## src/hw/rtl/tsmerge_pkg.sv

```systemverilog
package tsmerge_pkg;

    localparam logic [1:0] ACT_LOAD  = 2'd0;
    localparam logic [1:0] ACT_LOST  = 2'd1;
    localparam logic [1:0] ACT_START = 2'd2;
    localparam logic [1:0] ACT_POP   = 2'd3;

    localparam logic [2:0] ST_ACCEPTED = 3'd0;
    localparam logic [2:0] ST_FULL     = 3'd1;
    localparam logic [2:0] ST_PLACED   = 3'd2;
    localparam logic [2:0] ST_NO_ROOM  = 3'd3;
    localparam logic [2:0] ST_DONE     = 3'd4;

    localparam logic [1:0] REG_BUFFER_BYTES = 2'd0;
    localparam logic [1:0] REG_HEADER_BYTES = 2'd1;
    localparam logic [1:0] REG_RECORD_BYTES = 2'd2;
    localparam logic [1:0] REG_INLINE_MAX   = 2'd3;

    typedef struct packed {
        logic [15:0] buffer_bytes;
        logic [9:0]  header_bytes;
        logic [6:0]  record_bytes;
        logic [6:0]  inline_max;
    } t_cfg;

    function automatic logic [15:0] sat_add16(input logic [15:0] a, input logic [15:0] b);
        logic [16:0] s;
        s = {1'b0, a} + {1'b0, b};
        return s[16] ? 16'hFFFF : s[15:0];
    endfunction

endpackage

```

## src/hw/rtl/tsmerge_cfg.sv

```systemverilog
module tsmerge_cfg (
    input  logic               i_clk,
    input  logic               i_rst_n,
    input  logic               psel,
    input  logic               penable,
    input  logic               pwrite,
    input  logic [3:0]         paddr,
    input  logic [31:0]        pwdata,
    output logic [31:0]        prdata,
    output logic               pready,
    output tsmerge_pkg::t_cfg  o_cfg
);
    import tsmerge_pkg::*;

    t_cfg r_cfg;
    logic wr_en;

    assign pready = 1'b1;
    assign wr_en  = psel & penable & pwrite & pready;
    assign o_cfg  = r_cfg;

    always_ff @(posedge i_clk) begin
        if (!i_rst_n) begin
            r_cfg.buffer_bytes <= 16'd32768;
            r_cfg.header_bytes <= 10'd24;
            r_cfg.record_bytes <= 7'd12;
            r_cfg.inline_max   <= 7'd4;
        end else if (wr_en) begin
            case (paddr[3:2])
                REG_BUFFER_BYTES: r_cfg.buffer_bytes <= pwdata[15:0];
                REG_HEADER_BYTES: r_cfg.header_bytes <= pwdata[9:0];
                REG_RECORD_BYTES: r_cfg.record_bytes <= pwdata[6:0];
                REG_INLINE_MAX:   r_cfg.inline_max   <= pwdata[6:0];
                default: ;
            endcase
        end
    end

    always_comb begin
        case (paddr[3:2])
            REG_BUFFER_BYTES: prdata = {16'd0, r_cfg.buffer_bytes};
            REG_HEADER_BYTES: prdata = {22'd0, r_cfg.header_bytes};
            REG_RECORD_BYTES: prdata = {25'd0, r_cfg.record_bytes};
            REG_INLINE_MAX:   prdata = {25'd0, r_cfg.inline_max};
            default:          prdata = 32'd0;
        endcase
    end

endmodule

```

## config.mk

```make
export PLATFORM = sky130hd
export DESIGN_NAME = tsmerge_cfg
export DESIGN_NICKNAME = d
export VERILOG_FILES = /design/src/hw/rtl/tsmerge_pkg.sv /design/src/hw/rtl/tsmerge_cfg.sv
export SDC_FILE = /design/constraint.sdc
export NUM_CORES = 1
export LEC_CHECK = 0
export ABC_AREA = 1
export BUFFER_PORTS_ARGS = -buffer_cell sky130_fd_sc_hd__buf_2
export CORE_AREA = 5 5 74 76
export DETAILED_ROUTE_END_ITERATION = 12
export DIE_AREA = 0 0 79 81
export PLACE_DENSITY_LB_ADDON = 0.08
export SYNTH_ARGS = -nofsm -noshare
export SYNTH_HDL_FRONTEND = slang
export SYNTH_SLANG_ARGS = --single-unit
export TNS_END_PERCENT = 1
```

## constraint.sdc

```tcl
create_clock -name i_clk -period 1.19 [get_ports i_clk]
set_clock_uncertainty 0.1 [all_clocks]
set_input_delay 0.119 -clock i_clk [delete_from_list [all_inputs] [get_ports i_clk]]
set_output_delay 0.119 -clock i_clk [all_outputs]
set_load 0.005 [all_outputs]
```

==> impl_metrics.toml, run 1 <==
[run_status]
status = "finished clean"

[final_layout]
final_nets = 443
syn_to_final_growth_pct = 36.1
drive_gt1_share_pct = 33.7
diodes = 0
largest_register_ffs = 40
final_util_pct = 58.6

[floorplan]
fp-row-count = 25
io_pins = 114
fp.dieW_um = 79
die_h_um = 81
start_util_pct = 43.0
core_area_um2 = 4660
fp.dieArea_um2 = 6400

[worst_setup_path]
r2r-end = "o_cfg[39]"
arrival_ns = 0.94
crit_family = "flip-flops"
endpoint = "prdata[9]"
end_kind = "output pin"
path_buf_inv = 1
criticalPathCategory = "reg -> out"
critPathSlowestCell = "dfxtp_2"
required_ns = 0.97
crit_fanout = 3
r2r_slack_ns = 0.48
reg2reg_from = "o_cfg[39]"
reg2reg_depth = 2
crit_chain = "a22o_1 -> buf_2"
critical_path_cell_count = 2
slowest_delay_ns = 0.33
start_kind = "flop"
cp-startpoint = "o_cfg[33]"

[yosys]
yosysTopAreaCell = "dfxtp_1"
synth_area_um2 = 2000
yosysSeqAreaShare_pct = 40.0
avgSynthCellArea_um2 = 6.45
synthCells = 311
synth_compound_area_share_pct = 1.81
synth_mux_area_share_pct = 0
synthSimpleGateAreaFrac_pct = 43.4
synth-xor-area-share_pct = 0
yosys_warnings = 0
ys_ff_latch = 40
synthAdderAreaFrac_pct = 0
synth.distinct_cells = 17
synth_area_leaders = "dfxtp_1 40%, nand2_1 15%, nor2_1 15%"
synth_top_family_by_area = "simple AND/OR/NAND/NOR gates"
yosysTopAreaCellShare_pct = 40.0

[drt]
drcViolationCount = 0
wl_per_cell_um = 11.9
detail-route-antenna-nets = 0
vias = 2112
dr.pass1.iters = 4
finalWirelength_um = 5440
vias_per_cell = 4.62
drtIter0Drc = 55

[placed_design]
hpwl_um = 3870
place_congestion = 0.757
port_buffers = 78

[flow_run]
maxCapViolCount = 0

[global_route]
grt_max_degree = 41
grt_pass1_wl_um = 8940
overflow = 0
grt_use_total_pct = 17.7
grt_pass1_vias = 1915
antenna_found_initial = 0

[clocking]
htree_levels = 2
cts_buffers = 5
cts_root_buffer = "clkbuf_8"
post-cts-setup-buffers = 0
clk_pin_slew_ns = 0.08
cts_tree = "built"
cts_buffer_depth = 2
insertion_delay_ns = 0.29
clock_sinks = 40

[sta]
rsz0062_at_grt = "yes"
fin_crit_ns = 1.15
whs_ns = 0.0371
finalHoldViolations = 0
fmax_ghz = 0.866
setup_viol = 0
period_share_pct = 97.0
report.final.slew_viol_count = 0

[pwr]
total_leakage_power_nw = 1.43
finalPower_mw = 3.31
power_density_nw_per_um2 = 1210
vdd_drop_max_mv = 0.630

[min_path]
hp-class = "in -> reg"
## per-layer routing
| layer | wire length (um) | global-route usage [%] |
|---|---|---|
| met2 | 2570 | 30.8 |
| met4 | 49 | 4.12 |
| met5 | 0 | 0 |
| met1 | 2370 | 21.5 |
| met3 | 451 | 5.10 |
## cell usage after synthesis
library cell	n
nor2_4	1
buf_1	3
nor2_1	78
clkbuf_1	1
nor2_2	3
a22o_1	3
buf_2	6
inv_1	24
inv_2	1
dfxtp_1	40
buf_4	20
o21ai_0	2
nand4_1	7
nand3_1	41
nand2_1	78
conb_1	2
nand2_2	1
## power breakdown
group | switching [mW] | leakage, nW | internal, mW
Sequential | 0.0212 | 0.334 | 1.37
Clock | 0.490 | 0.0784 | 1.05
Combinational | 0.217 | 1.02 | 0.158
Total | 0.728 | 1.43 | 2.58
## final cells by class
class,count,area (um2)
multi-input combinational,231,978
tap,54,67.6
clock buffer,5,68.8
sequential,40,831
inverter,25,93.8
clock inverter,3,90.1
fill,471,1930
timing repair buffer,99,599
## stage by stage
stage | setup WS [ns] | area (um2) | setup TNS [ns] | cells
floorplan | 0.196 | 2060 | 0 | 326
CTS | 0.00160 | 2690 | 0 | 457
finish | 0.0355 | 2730 | 0 | 457
detailed placement | 0.0560 | 2490 | 0 | 445
global route | -0.0197 | 2730 | -0.0551 | 457
global placement | 0.0632 | 2490 | 0 | 445
## cell usage in the layout (no fill, tap or decap)
cell type      count
nor2_2             5
o21ai_0            2
a22o_1             3
nor2_4             1
nand2_1           77
buf_12             3
dlygate4sd3_1      4
buf_4             13
buf_6              1
nand4_1            7
bufinv_16          3
nand2_2            2
nor2_1            76
buf_2             78
inv_1             24
dfxtp_1           16
dfxtp_2           24
clkbuf_8           5
conb_1            17
nand3_1           41
inv_2              1
## worst reg2reg max path, cell delays in order, from the launching register on
cell,delay [ns]
dfxtp_1,0.33
o21ai_0,0.08
nand3_1,0.09
## cells by family (layout without fill, tap and decap cells)
logic type      after synthesis  in the layout
flops                        40             40
buf+inv                      55            132
compound gates                5              5
simple gates                209            209
other cells                   2             17
## worst min-delay path by stage
stage / cells past startpoint / endpoint / startpoint
finish: 5 / o_cfg[38] / pwdata[14]
global route: 5 / o_cfg[37] / pwdata[13]
CTS: 5 / o_cfg[35] / pwdata[11]
detailed placement: 3 / o_cfg[39] / pwdata[15]
global placement: 3 / o_cfg[39] / pwdata[15]
floorplan: 2 / o_cfg[10] / pwdata[3]
## repair_timing
action	CTS	global route
hold buffers	4	0
hold endpoints to repair	6	0
gates resized for setup	1	26
setup endpoints to repair	1	13
pin swaps	1	3
Note: power is estimated with default switching activity, not from simulation.
==> inputs of run 2 (changes only) <==
==> constraint.sdc (replaced) <==
create_clock -name i_clk -period 1.19 [get_ports i_clk]
set_clock_uncertainty 0.1 [all_clocks]
set_input_delay 0.0595 -clock i_clk [delete_from_list [all_inputs] [get_ports i_clk]]
set_output_delay 0.0595 -clock i_clk [all_outputs]
set_load 0.005 [all_outputs]
==> run 2 against run 1 <==
Critical path depth did not move. Global-route usage rose by 0.39 points. Wire length rose by 3.3%. Die area did not move. Clock power fell by 38%. Final area fell by 0.87%. Combinational power rose by 5%. Via count rose by 0.62%. Sequential cell count did not move. Utilization fell by 0.51 points. Worst setup slack improved by 0.019 ns. First-iteration DRC count fell by 24%.
==> impl_metrics.toml, run 2 (synthesized netlist as in run 1, its figures left out) <==
[global_route]
antenna_found_initial = 0
grt_max_degree = 28
grt_use_total_pct = 18.1
overflow = 0
grt_pass1_wl_um = 9050
grt_pass1_vias = 1902

[drt]
vias = 2125
vias_per_cell = 4.57
detail-route-antenna-nets = 0
drcViolationCount = 0
finalWirelength_um = 5620
wl_per_cell_um = 12.1
dr.pass1.iters = 4
drtIter0Drc = 42

[worst_setup_path]
critPathSlowestCell = "dfxtp_1"
path_buf_inv = 1
start_kind = "flop"
required_ns = 1.03
crit_fanout = 3
arrival_ns = 0.98
criticalPathCategory = "reg -> out"
slowest_delay_ns = 0.33
crit_family = "flip-flops"
end_kind = "output pin"
crit_chain = "a22o_1 -> buf_2"
r2r_slack_ns = 0.47

[sta]
setup_viol = 0
finalHoldViolations = 0
rsz0062_at_grt = "no"
whs_ns = 0.00731
report.final.slew_viol_count = 0
setup_tns_ns = 0
fin_crit_ns = 1.14
period_share_pct = 95.4
fmax_ghz = 0.881

[floorplan]
io_pins = 114
fp-row-count = 25
fp.dieW_um = 79
fp.dieArea_um2 = 6400
die_h_um = 81
start_util_pct = 43.0
core_area_um2 = 4660

[placed_design]
place_congestion = 0.766
place_inst = 445
port_buffers = 78
hpwl_um = 4000

[clocking]
cts_buffers = 5
cts_root_buffer = "clkbuf_8"
clk_pin_slew_ns = 0.08
cts_buffer_depth = 2
clock_sinks = 40
insertion_delay_ns = 0.29
htree_levels = 2
cts_tree = "built"

[flow_run]
maxCapViolCount = 0

[pwr]
total_leakage_power_nw = 1.42
power_density_nw_per_um2 = 1010
vdd_drop_max_mv = 0.475

[final_layout]
mostFrequentLayoutCells = "78 x nand2_1, 78 x buf_2, 77 x nor2_1"
syn_to_final_growth_pct = 35.0
drive_gt1_share_pct = 27.0
final_util_pct = 58.0
fin_cells = 465
largest_register_ffs = 40
final_nets = 451
diodes = 0

[min_path]
hp-class = "in -> reg"

[run_status]
status = "finished clean"
==> run 2: cell count changes in the layout (fill, tap and decap cells not counted), moves of 2 or more <==
cell and delta:
dlygate4sd3_1 +8, bufinv_16 -3, dfxtp_2 -23, clkinv_2 +2, dfxtp_1 +23
==> run 2: worst reg2reg max path: stages (launching register included) <==
cell	delay [ns]
dfxtp_1	0.33
o21ai_0	0.08
nand3_1	0.09
==> run 2: through the flow <==
step / instance area, um2 / total power, mW / setup slack [ns]
2_1_floorplan: 2060 / 1.66 / 0.256
3_3_place_gp: 2490 / 1.78 / 0.143
3_5_place_dp: 2490 / 1.79 / 0.107
4_1_cts: 2700 / 2.76 / 0.0557
5_1_grt: 2710 / 2.88 / 0.0176
6_report: 2710 / 2.73 / 0.0548
==> run 2: layout make-up <==
cell class	instances	area, um2
multi-input combinational	231	973
timing repair buffer	107	676
fill	469	1960
inverter	25	93.8
clock inverter	2	10.0
tap	54	67.6
clock buffer	6	82.6
sequential	40	802
==> run 2: report_power, final <==
part           switching (mW)  total [mW]  internal, mW
sequential             0.0211        1.39          1.37
clock                   0.486       0.949         0.463
combinational           0.220       0.393         0.173
==> run 2: repair_timing <==
action / CTS / global route
buffers inserted: 0 / 0
endpoints found under the hold margin: 16 / 0
gates resized for setup: 0 / 1
hold buffers: 12 / 0
setup endpoints to repair: 0 / 1
==> run 2: final timing paths <==
check | startpoint | end | depth (start not counted)
worst min-delay path | i_rst_n | o_cfg[39] | 2
worst max-delay path | o_cfg[33] | prdata[9] | 2
worst min register to register | o_cfg[9] | o_cfg[9] | 2
worst max register to register | o_cfg[2] | o_cfg[2] | 2
==> run 2: metal layers <==
metal / global-route usage (%) / wire length, um / up-vias
li1: - / - / 1124
met5: 0 / 0 / -
met1: 22.6 / 2460 / 925
met3: 4.32 / 449 / 8
met4: 6.70 / 83 / 0
met2: 30.3 / 2630 / 68
==> inputs of run 3 (changes only) <==
- CORE_AREA: 5 5 74 76 -> 5 5 82 84
- DIE_AREA: 0 0 79 81 -> 0 0 87 89
==> run 3 against run 2 <==
Utilization is 12 points lower. Final area grew 0.56%. Worst hold slack better by 0.025 ns. Register-to-register slack better by 0.02 ns. Via count up 0.19%. Non-clock buffer count fell by 1. Combinational power is 1% higher. Largest cell class unchanged.
==> impl_metrics.toml, run 3 (synthesized netlist as in run 1, its figures left out) <==
[run_status]
status = "finished clean"

[clocking]
insertion_delay_ns = 0.29
cts_root_buffer = "clkbuf_8"
cts_tree = "built"
post-cts-setup-buffers = 0
cts_buffers = 5
cts_buffer_depth = 2
clock_sinks = 40
htree_levels = 2
clk_pin_slew_ns = 0.08

[min_path]
hp-class = "in -> reg"
worstHoldStart = "pwdata[0]"

[worst_setup_path]
criticalPathCategory = "reg -> out"
start_kind = "flop"
critPathSlowestCell = "dfxtp_1"
end_kind = "output pin"
reg2reg_from = "o_cfg[2]"
crit_chain = "a22o_1 -> buf_2"
required_ns = 1.03
cp-startpoint = "o_cfg[33]"
slowest_delay_ns = 0.32
arrival_ns = 0.96
crit_fanout = 3

[floorplan]
fp-row-count = 28
die_h_um = 89
start_util_pct = 34.3
core_area_um2 = 5850
io_pins = 114
fp.dieW_um = 87
fp.dieArea_um2 = 7740

[pwr]
power_density_nw_per_um2 = 996
share_comb_of_total_power_pct = 14.7
switching_share_pct = 25.7
power.switching_uw = 696
p_seq_share_pct = 51.3
internal_power_mw = 2.01
vdd_drop_max_mv = 0.355
p_clk_share_pct = 34.1
finalPower_mw = 2.71
total_leakage_power_nw = 1.41

[final_layout]
syn_to_final_growth_pct = 35.7
fin_cells = 485
drive_gt1_share_pct = 26.1
final_nets = 450
diodes = 0
fillerInstances = 659
largest_register_ffs = 40
mostFrequentLayoutCells = "78 x nand2_1, 78 x buf_2, 77 x nor2_1"

[drt]
finalWirelength_um = 5860
vias_per_cell = 4.39
vias = 2129
route.met3.wl_um = 424
wl_met2_um = 2810
drtIter0Drc = 70
drcViolationCount = 0
highest_layer = "met4"
dr.pass1.iters = 4
detail-route-antenna-nets = 0
drt-met1-wl_um = 2570
wl_per_cell_um = 12.1

[global_route]
overflow = 0
antenna_found_initial = 0
grt_use_total_pct = 15.5
grt_max_degree = 41
grt_pass1_wl_um = 9440
grt_pass1_vias = 1904

[sta]
setup_tns_ns = 0
finalHoldViolations = 0
setup_viol = 0
report.final.slew_viol_count = 0
fin_crit_ns = 1.12
rsz0062_at_grt = "no"
period_share_pct = 94.1
whs_ns = 0.0319
fmax_ghz = 0.893

[placed_design]
place_inst = 465
port_buffers = 78
place_congestion = 0.753
hpwl_um = 4080

[flow_run]
maxCapViolCount = 0
run 3: what timing repair did:
item,in CTS,in global routing
resized for setup,0,0
endpoints found under the hold margin,16,0
hold buffers,12,0
run 3: layout make-up:
type,count,area (um2),share of cell area [%]
Multi-Input combinational cell,231,973,35.8
Sequential cell,40,801,29.4
Timing Repair Buffer,106,668,24.6
Inverter,25,93.8,3.45
Tap cell,75,93.8,3.45
Clock buffer,8,90.1,3.31
run 3: power by group through the flow:
stage	combinational (mW)	sequential [mW]	clock, mW
2_1_floorplan	0.236	1.42	0
3_3_place_gp	0.367	1.42	0
3_5_place_dp	0.368	1.42	0
4_1_cts	0.398	1.39	0.966
5_1_grt	0.449	1.39	1.03
6_report	0.397	1.39	0.923
run 3: worst paths after layout:
| path | endpoint | slack [ns] | depth (start not counted) |
|---|---|---|---|
| hold / removal | o_cfg[0] | 0.03 | 5 |
| setup reg to reg | o_cfg[2] | 0.49 | 2 |
| hold reg to reg | o_cfg[19] | 0.40 | 2 |
| setup / recovery | prdata[9] | 0.07 | 2 |
run 3: worst max-delay path, delay by kind of cell, from the launching register on:
family	cells	cell delay [ns]
AO/OA/AOI/OAI	1	0.23
buffers and inverters	1	0.12
flip-flops	1	0.32
run 3: through the flow:
| stage | area (um2) | setup WS, ns | utilization, % |
|---|---|---|---|
| after detailed placement | 2510 | 0.0910 | 42.9 |
| after floorplan | 2060 | 0.256 | - |
| after global placement | 2510 | 0.104 | 42.9 |
| after CTS | 2720 | 0.0474 | 46.5 |
| final | 2720 | 0.0699 | 46.5 |
| after global routing | 2720 | 0.0186 | 46.5 |
run 3: layer usage:
metal  GRT usage (%)  vias up
met3            4.42        6
met5               0        -
met2            25.4       61
met4            4.25        0
li1                -     1123
met1            20.1      939
